### src/rtl/core/hsv6_pkg.sv
// ----------------------------------------------------------------------------
// hsv6_pkg
// Shared types and constants for the six-sector HSV to RGB converter.
// ----------------------------------------------------------------------------
package hsv6_pkg;

  localparam int HueWidth  = 11;
  localparam int ChanWidth = 8;
  localparam int FracWidth = 8;
  localparam int SectWidth = HueWidth - FracWidth;

  localparam logic [ChanWidth-1:0] ChanFull = 8'd255;
  localparam logic [FracWidth:0]   FracSpan = 9'd256;

  // Hue sectors; higher codes are out of range, black unless saturation is 0.
  typedef enum logic [SectWidth-1:0] {
    SECT_RED_GRN_UP  = 3'd0,
    SECT_GRN_RED_DN  = 3'd1,
    SECT_GRN_BLU_UP  = 3'd2,
    SECT_BLU_GRN_DN  = 3'd3,
    SECT_BLU_RED_UP  = 3'd4,
    SECT_RED_BLU_DN  = 3'd5
  } sector_t;

  typedef struct packed {
    logic [HueWidth-1:0]  hue;
    logic [ChanWidth-1:0] saturation;
    logic [ChanWidth-1:0] brightness;
  } hsv_t;

  typedef struct packed {
    logic [ChanWidth-1:0] red;
    logic [ChanWidth-1:0] green;
    logic [ChanWidth-1:0] blue;
  } rgb_t;

endpackage

### src/rtl/core/hsv6_hsv_if.sv
// ----------------------------------------------------------------------------
// hsv6_hsv_if
// Valid/ready stream carrying one HSV pixel per transaction.
// ----------------------------------------------------------------------------
interface hsv6_hsv_if;

  logic          valid;
  logic          ready;
  hsv6_pkg::hsv_t data;

  modport source (output valid, output data, input ready);
  modport sink   (input valid, input data, output ready);

endinterface

### src/rtl/core/hsv6_rgb_if.sv
// ----------------------------------------------------------------------------
// hsv6_rgb_if
// Valid/ready stream carrying one RGB pixel per transaction.
// ----------------------------------------------------------------------------
interface hsv6_rgb_if;

  logic          valid;
  logic          ready;
  hsv6_pkg::rgb_t data;

  modport source (output valid, output data, input ready);
  modport sink   (input valid, input data, output ready);

endinterface

### src/rtl/core/hsv_to_rgb_six_sector_core.sv
// ----------------------------------------------------------------------------
// hsv_to_rgb_six_sector_core
// Six-sector integer HSV to RGB converter, three-stage pipeline.
// ----------------------------------------------------------------------------
// Takes one HSV pixel per cycle, sustaining one pixel per clock while rgb
// is not stalled, and delivers each RGB pixel from the stage-three output
// register. Stage one forms the floor level with one 8x8 multiply, stage
// two scales the ramp with one 8x9 multiply, stage three adds the floor and
// routes the channels by sector into the output register. Each stage holds
// while the stage after it is full and stalled, so back-pressure on rgb
// passes back to hsv.ready without losing or repeating a pixel. Zero
// saturation gives gray; a hue above 1535 with nonzero saturation gives black.
module hsv_to_rgb_six_sector_core (
  input  logic             clk,
  input  logic             rst,
  hsv6_hsv_if.sink         hsv,
  hsv6_rgb_if.source       rgb
);

  localparam int CW = hsv6_pkg::ChanWidth;
  localparam int FW = hsv6_pkg::FracWidth;
  localparam int SW = hsv6_pkg::SectWidth;

  // stage flags and advance enables
  logic s1_valid, s2_valid, s3_valid;
  logic adv1, adv2, adv3;

  // stage one
  logic [2*CW-1:0]  base_prod;
  logic [SW-1:0]    s1_sect;
  logic [FW-1:0]    s1_frac;
  logic [CW-1:0]    s1_val;
  logic [CW-1:0]    s1_base;
  logic             s1_gray;

  // stage two
  logic [CW-1:0]    diff;
  logic [FW:0]      factor;
  logic [CW+FW:0]   ramp_prod;
  logic [SW-1:0]    s2_sect;
  logic [CW-1:0]    s2_val;
  logic [CW-1:0]    s2_base;
  logic             s2_gray;
  logic [CW+FW:0]   s2_prod;

  // stage three
  logic [CW-1:0]    ramp;
  hsv6_pkg::rgb_t   pix_next;
  hsv6_pkg::rgb_t   s3_pix;

  assign adv3      = !s3_valid || rgb.ready;
  assign adv2      = !s2_valid || adv3;
  assign adv1      = !s1_valid || adv2;
  assign hsv.ready = adv1;

  assign base_prod = (2*CW)'(hsv6_pkg::ChanFull - hsv.data.saturation)
                   * (2*CW)'(hsv.data.brightness);

  always_ff @(posedge clk) begin
    if (rst) begin
      s1_valid <= 1'b0;
    end else if (adv1) begin
      s1_valid <= hsv.valid;
    end
  end

  always_ff @(posedge clk) begin
    if (adv1) begin
      s1_sect <= hsv.data.hue[FW+SW-1:FW];
      s1_frac <= hsv.data.hue[FW-1:0];
      s1_val  <= hsv.data.brightness;
      s1_base <= base_prod[2*CW-1:CW];
      s1_gray <= (hsv.data.saturation == '0);
    end
  end

  // falling sectors scale by the complement of the fraction
  assign diff   = s1_val - s1_base;
  assign factor = s1_sect[0] ? (hsv6_pkg::FracSpan - {1'b0, s1_frac}) : {1'b0, s1_frac};
  assign ramp_prod = (CW+FW+1)'(diff) * (CW+FW+1)'(factor);

  always_ff @(posedge clk) begin
    if (rst) begin
      s2_valid <= 1'b0;
    end else if (adv2) begin
      s2_valid <= s1_valid;
    end
  end

  always_ff @(posedge clk) begin
    if (adv2) begin
      s2_sect <= s1_sect;
      s2_val  <= s1_val;
      s2_base <= s1_base;
      s2_gray <= s1_gray;
      s2_prod <= ramp_prod;
    end
  end

  assign ramp = s2_prod[CW+FW-1:FW] + s2_base;

  always_comb begin
    pix_next = '0;
    if (s2_gray) begin
      pix_next = '{red: s2_val, green: s2_val, blue: s2_val};
    end else begin
      case (s2_sect)
        hsv6_pkg::SECT_RED_GRN_UP: pix_next = '{red: s2_val,  green: ramp,    blue: s2_base};
        hsv6_pkg::SECT_GRN_RED_DN: pix_next = '{red: ramp,    green: s2_val,  blue: s2_base};
        hsv6_pkg::SECT_GRN_BLU_UP: pix_next = '{red: s2_base, green: s2_val,  blue: ramp};
        hsv6_pkg::SECT_BLU_GRN_DN: pix_next = '{red: s2_base, green: ramp,    blue: s2_val};
        hsv6_pkg::SECT_BLU_RED_UP: pix_next = '{red: ramp,    green: s2_base, blue: s2_val};
        hsv6_pkg::SECT_RED_BLU_DN: pix_next = '{red: s2_val,  green: s2_base, blue: ramp};
        default:                   pix_next = '0;
      endcase
    end
  end

  always_ff @(posedge clk) begin
    if (rst) begin
      s3_valid <= 1'b0;
    end else if (adv3) begin
      s3_valid <= s2_valid;
    end
  end

  always_ff @(posedge clk) begin
    if (adv3) begin
      s3_pix <= pix_next;
    end
  end

  assign rgb.valid = s3_valid;
  assign rgb.data  = s3_pix;

endmodule

### src/flat_wrapper.sv
// flat-port wrapper written by rule: the top's interface ports become plain ports
module hsv_to_rgb_six_sector_core_flat 
  (clk, rst, hsv_valid, hsv_data, hsv_ready, rgb_valid, rgb_data, rgb_ready);
  hsv6_hsv_if hsv_i ();
  hsv6_rgb_if rgb_i ();
  input  logic clk;
  input  logic rst;
  input wire logic [$bits(hsv_i.valid)-1:0] hsv_valid;
  input wire logic [$bits(hsv_i.data)-1:0] hsv_data;
  output wire logic [$bits(hsv_i.ready)-1:0] hsv_ready;
  output wire logic [$bits(rgb_i.valid)-1:0] rgb_valid;
  output wire logic [$bits(rgb_i.data)-1:0] rgb_data;
  input wire logic [$bits(rgb_i.ready)-1:0] rgb_ready;
  assign hsv_i.valid = hsv_valid;
  assign hsv_i.data = hsv_data;
  assign hsv_ready = hsv_i.ready;
  assign rgb_valid = rgb_i.valid;
  assign rgb_data = rgb_i.data;
  assign rgb_i.ready = rgb_ready;
  hsv_to_rgb_six_sector_core u_core (.clk(clk), .rst(rst), .hsv(hsv_i), .rgb(rgb_i));
endmodule
### config.mk
export PLATFORM = sky130hd
export DESIGN_NAME = hsv_to_rgb_six_sector_core_flat
export DESIGN_NICKNAME = d
export VERILOG_FILES = /design/src/rtl/core/hsv6_pkg.sv /design/src/rtl/core/hsv6_hsv_if.sv /design/src/rtl/core/hsv6_rgb_if.sv /design/src/rtl/core/hsv_to_rgb_six_sector_core.sv /design/src/flat_wrapper.sv
export SDC_FILE = /design/constraint.sdc
export NUM_CORES = 1
export LEC_CHECK = 0
export BUFFER_PORTS_ARGS = -buffer_cell sky130_fd_sc_hd__clkbuf_2
export CAP_MARGIN = 10
export CORE_MARGIN = 2
export CORE_UTILIZATION = 56
export CTS_CLUSTER_DIAMETER = 60
export CTS_CLUSTER_SIZE = 28
export DETAILED_ROUTE_END_ITERATION = 12
export PLACE_DENSITY = 0.76
export SLEW_MARGIN = 40
export SYNTH_ARGS = -nofsm -noshare
export SYNTH_HDL_FRONTEND = slang
export SYNTH_SLANG_ARGS = --single-unit
export TNS_END_PERCENT = 10
### constraint.sdc
create_clock -name clk -period 6.25 [get_ports clk]
set_input_delay 0.9375 -clock clk [delete_from_list [all_inputs] [get_ports clk]]
set_output_delay 0.9375 -clock clk [all_outputs]
set_load 0.01 [all_outputs]
After elaboration in Yosys (flattened, before gate mapping). Index checks and enable logic that the tools add are counted.

Add/sub/neg operators: 4. $mul: 2. Eq/ne operators: 5. Muxes and demuxes: 3. Reduce and logical (&&, ||, !) cells: 8.

Operators with widths (number): $pmux W24 S6 (1); $mux W24 (1); $mul A16 B8 Y16 (1); $mul A8 B9 Y16 (1); $mux W9 (1); $sub A8 B8 Y9 const A (1); $sub A9 B8 Y9 const A (1); $add A8 B8 Y8 (1); $logic_not A8 Y1 (1); $sub A8 B8 Y8 (1); $eq A3 B2 Y1 const B (2); $eq A3 B3 Y1 const B (2); $eq A3 B1 Y1 const B (1); $logic_not A1 Y1 (3); $logic_not A3 Y1 (1); $logic_or A1 B1 Y1 (3).

Bits in registers: 91. Input bits: 31. Output and inout port bits: 26. Word-level logic and storage cells: 38.

Depth between registers and ports, before layout.
Depth after elaboration: 4. Depth in mapped cells: 26. Depth with buffers taken out: 26.

Worst setup path after synthesis. No wires, ideal clock.

Path type: flip-flop to flip-flop. Start point: reg u_core.s1_val[0]. End point: reg u_core.s2_prod[15], data pin. Setup time: 0.260 ns. Arrival time: 5.742 ns. Data required time: 5.990 ns. Slack: 0.248 ns. Stages on the path, launching flop included: 24. Buffers on the path: 0. Clock period less this slack: 6.002 ns. Cell sequence: edfxtp_1 > inv_1 > ha_1 > inv_1 > fa_1 > a21o_1 > a21oi_1 > o21bai_1 > a21oi_1 > xnor2_1 > nand2b_1 > fa_1 > fa_1 > inv_1 > fa_1 > fa_1 > ha_1 > a21o_1 > a2111oi_4 > a32oi_2 > a221o_2 > a21oi_2 > xnor2_1 > xnor2_1.

Word-level cells in the longest chain between the ends: 2.

RTL lines: start, declared (line hsv_to_rgb_six_sector_core.sv:32) `logic [CW-1:0] s1_val;`; start signal, assigned (line hsv_to_rgb_six_sector_core.sv:71) `s1_val <= hsv.data.brightness;`; $sub A8 B8 Y8 (line hsv_to_rgb_six_sector_core.sv:78) `assign diff = s1_val - s1_base;`; $mul A8 B9 Y16 (line hsv_to_rgb_six_sector_core.sv:80) `assign ramp_prod = (CW+FW+1)'(diff) * (CW+FW+1)'(factor);`; via u_core.ramp_prod[15] (line hsv_to_rgb_six_sector_core.sv:39) `logic [CW+FW:0] ramp_prod;`; end signal, assigned (line hsv_to_rgb_six_sector_core.sv:96) `s2_prod <= ramp_prod;`; end, declared (line hsv_to_rgb_six_sector_core.sv:44) `logic [CW+FW:0] s2_prod;`.

The timed path passes the listed nets, and every way through them passes these cells. A chain may end at the register's enable or synchronous reset.

Worst setup path in the final report.
Start point: reg u_core.s1_val[1]. End point: reg u_core.s2_prod[15], data pin.

Same word-level chain as after synthesis.

==> results.ini <==
[timing]
setup_slack_ns = 0.07357
worst_pin_slew_ns = 0.8053
fmax_ghz = 0.1619
setup_viol = 0
max-slew-margin-rel_pct = 46.31
finalHoldViolations = 0
period_share_pct = 98.82
finalClockSkew_ns = 0.01108
drv_slew = 0
fin_crit_ns = 6.176

[floorplan]
core-area_sq_um = 13990
start_util_pct = 57.67
die_h_microns = 124.0
dieArea_sq_um = 15380
io_pins = 57
die-width_microns = 124.0
rows = 43

[drt]
via_per_inst = 5.707
dr.pass1.iters = 5
drtAntennaViolNets = 0
vias = 5884
drt_iter0_drc = 832
drc = 0
drt-total-wl_mm = 17.19
wl_per_cell_microns = 16.68

[clock_tree]
root_buffer = clkbuf_16
cts.sinks = 83
cts.clk_slew.worst_paths_ns = 0.06
insertion_delay_ns = 0.36
cts_tree = done
cts_buffers = 9
hold_buffers = 0
htreeDepth = 3
cts_buffer_depth = 2

[worst_setup_path]
worst-r2r-setup-slack_ns = 0.07
cpMostUsedCell = fa_1
path_depth = 22
path_max_fanout = 7
r2r-end = u_core.s2_prod[15]
crit_start = u_core.s1_val[1]
slowest_delay_ns = 0.51
path_cells = ha_1 > nor2b_1 > o21ai_0 > nand2b_1 > a31oi_1 > a21oi_1 > xnor2_1 > buf_4 > or2_2 > fa_1 > fa_1 > fa_1 > fa_1 > inv_1 > ha_1 > and4_2 > nand4b_1 > a32oi_2 > a221o_2 > a21oi_4 > xnor2_2 > xnor2_1
path_delay_family = adder cells
worstPathArrival_ns = 6.27
crit_end = u_core.s2_prod[15]
crit_path_top_delay_cell = fa_1
crit_path_end_kind = flop
timing.rr.start = u_core.s1_val[1]
rr_worst_depth = 22
crit_buf_inv = 2
worstPathRequired_ns = 6.34
worst_setup_path_start_kind = flop
path_class = reg -> reg

[place]
place_ws_ns = 0.01335
port_buffers = 56
place.gp.congestion = 0.9627
dp_hpwl_mm = 13.27

[logic_synthesis]
synth-edff-count = 80
synth_top_area_cell = edfxtp_1
synth-seq-area-share_pct = 30.53
synth_cells = 779
ys_types = 55
async_reset_ff_share_pct = 0
ys.flop_type = edfxtp_1
synth.top_cell.area_share_pct = 29.78
syn_nets = 968
netlist_area_sq_um = 8066
yosys.cell_count.top_type = inv_1
ys_warn_count = 0
ys_ff_latch = 83
yosys-top-cells-count = inv_1, ha_1, edfxtp_1
avgSynthCellArea_sq_um = 10.35
synth_area_leaders = edfxtp_1, fa_1, ha_1

[finish]
fin_nets = 1036
area_growth_syn_to_layout_pct = 12.56
layout-drive-gt1-share_pct = 14.81
diodes = 0

[job]
maxCapViolations = 0

[global_route]
grt_pass1_wl_mm = 28.17
grt_pass1_vias = 5896
grt_antenna_before_repair = 0
gr-total-overflow = 0
grt_use_total_pct = 23.80
grt_max_degree = 33

[status]
status = complete, no violations

[worst_hold_path]
hp-class = reg -> reg

## final cells by class
type                            count  area, sq um
Clock buffer                        9        225.2
Tap cell                          180        225.2
Fill cell                        1119         4908
Timing Repair Buffer               72        411.6
Clock inverter                      6        88.84
Sequential cell                    83         2462
Multi-Input combinational cell    565         5231
Inverter                          116        435.4
## sequential cells by signal, summed over array words and instances (netlist names), 3 cells and up
name,cells
u_core.s2_val,8
u_core.s2_prod,8
u_core.s2_base,8
u_core.rgb.data,24
u_core.s1_frac,8
u_core.s1_val,8
u_core.s1_sect,3
u_core.s1_base,8
u_core.s2_sect,3
## repair_timing
action                     in CTS  in global routing
setup buffers                   0                  4
gates resized for setup         1                 23
pin swaps                       0                 20
setup endpoints to repair       1                  2
## placed cells by master, fill, tap and decap left out, types with 6 or more instances in the layout
| cell | Yosys | final |
|---|---|---|
| inv_1 | 116 | 110 |
| edfxtp_1 | 80 | 80 |
| ha_1 | 81 | 77 |
| fa_1 | 77 | 75 |
| nor2_1 | 68 | 66 |
| clkbuf_2 | 0 | 56 |
| nand2b_1 | 46 | 46 |
| nor2b_1 | 41 | 40 |
| nand2_1 | 32 | 32 |
| a21oi_1 | 32 | 30 |
| xnor2_1 | 32 | 28 |
| o21ai_0 | 19 | 18 |
| xor2_1 | 18 | 15 |
| buf_4 | 0 | 13 |
| a21o_1 | 10 | 10 |
| a22oi_1 | 10 | 10 |
| and2_1 | 9 | 9 |
| clkbuf_16 | 0 | 9 |
| or2_2 | 8 | 8 |
| nor3_1 | 7 | 7 |
| mux2i_1 | 7 | 7 |
| nand3_1 | 7 | 7 |
| a221o_1 | 7 | 7 |
| inv_2 | 0 | 6 |
## worst min-delay path by stage
| stage | from | to | slack, ns | cells past startpoint |
|---|---|---|---|---|
| 6_report | u_core.s1_sect[1] | u_core.s2_sect[1] | 0.42 | 0 |
| 5_1_grt | u_core.s1_sect[1] | u_core.s2_sect[1] | 0.43 | 0 |
| 4_1_cts | u_core.s1_sect[2] | u_core.s2_sect[2] | 0.43 | 0 |
| 3_5_place_dp | u_core.s1_gray | u_core.s2_gray | 0.41 | 0 |
| 3_3_place_gp | u_core.s1_sect[1] | u_core.s2_sect[1] | 0.41 | 0 |
| 2_1_floorplan | u_core.s1_gray | u_core.s2_gray | 0.40 | 0 |
## stage by stage
step	instance area [sq um]	hold slack [ns]	setup TNS [ns]	utilization (%)	cells
floorplan	8066	0.4003	0	-	779
global placement	8582	0.4059	0	61.35	1009
detailed placement	8582	0.4098	0	61.35	1009
CTS	8900	0.4296	0	63.62	1024
global route	9080	0.4300	-0.1235	64.91	1031
finish	9080	0.4241	0	64.91	1031
## metal layers
layer | GRT usage, % | up-vias | wire length, microns
met1 | 30.69 | 2889 | 7303
met5 | 0 | - | 0
met2 | 40.90 | 209 | 8613
li1 | - | 2748 | -
met4 | 7.795 | 0 | 333
met3 | 4.121 | 38 | 943
## logic make-up after synthesis
kind of cell / after synthesis / share of synthesized area [%]
AO/OA/AOI/OAI: 112 / 9.664
adder cells (fa/ha/maj): 158 / 31.67
XOR/XNOR: 50 / 5.429
buffers and inverters: 131 / 6.111
AND/OR/NAND/NOR: 237 / 15.45
multiplexers: 8 / 1.148
flip-flops: 83 / 30.53
Power is left out: the tool's default activity adds up to more than one toggle a clock period on the data nets, which glitch-free logic cannot reach.
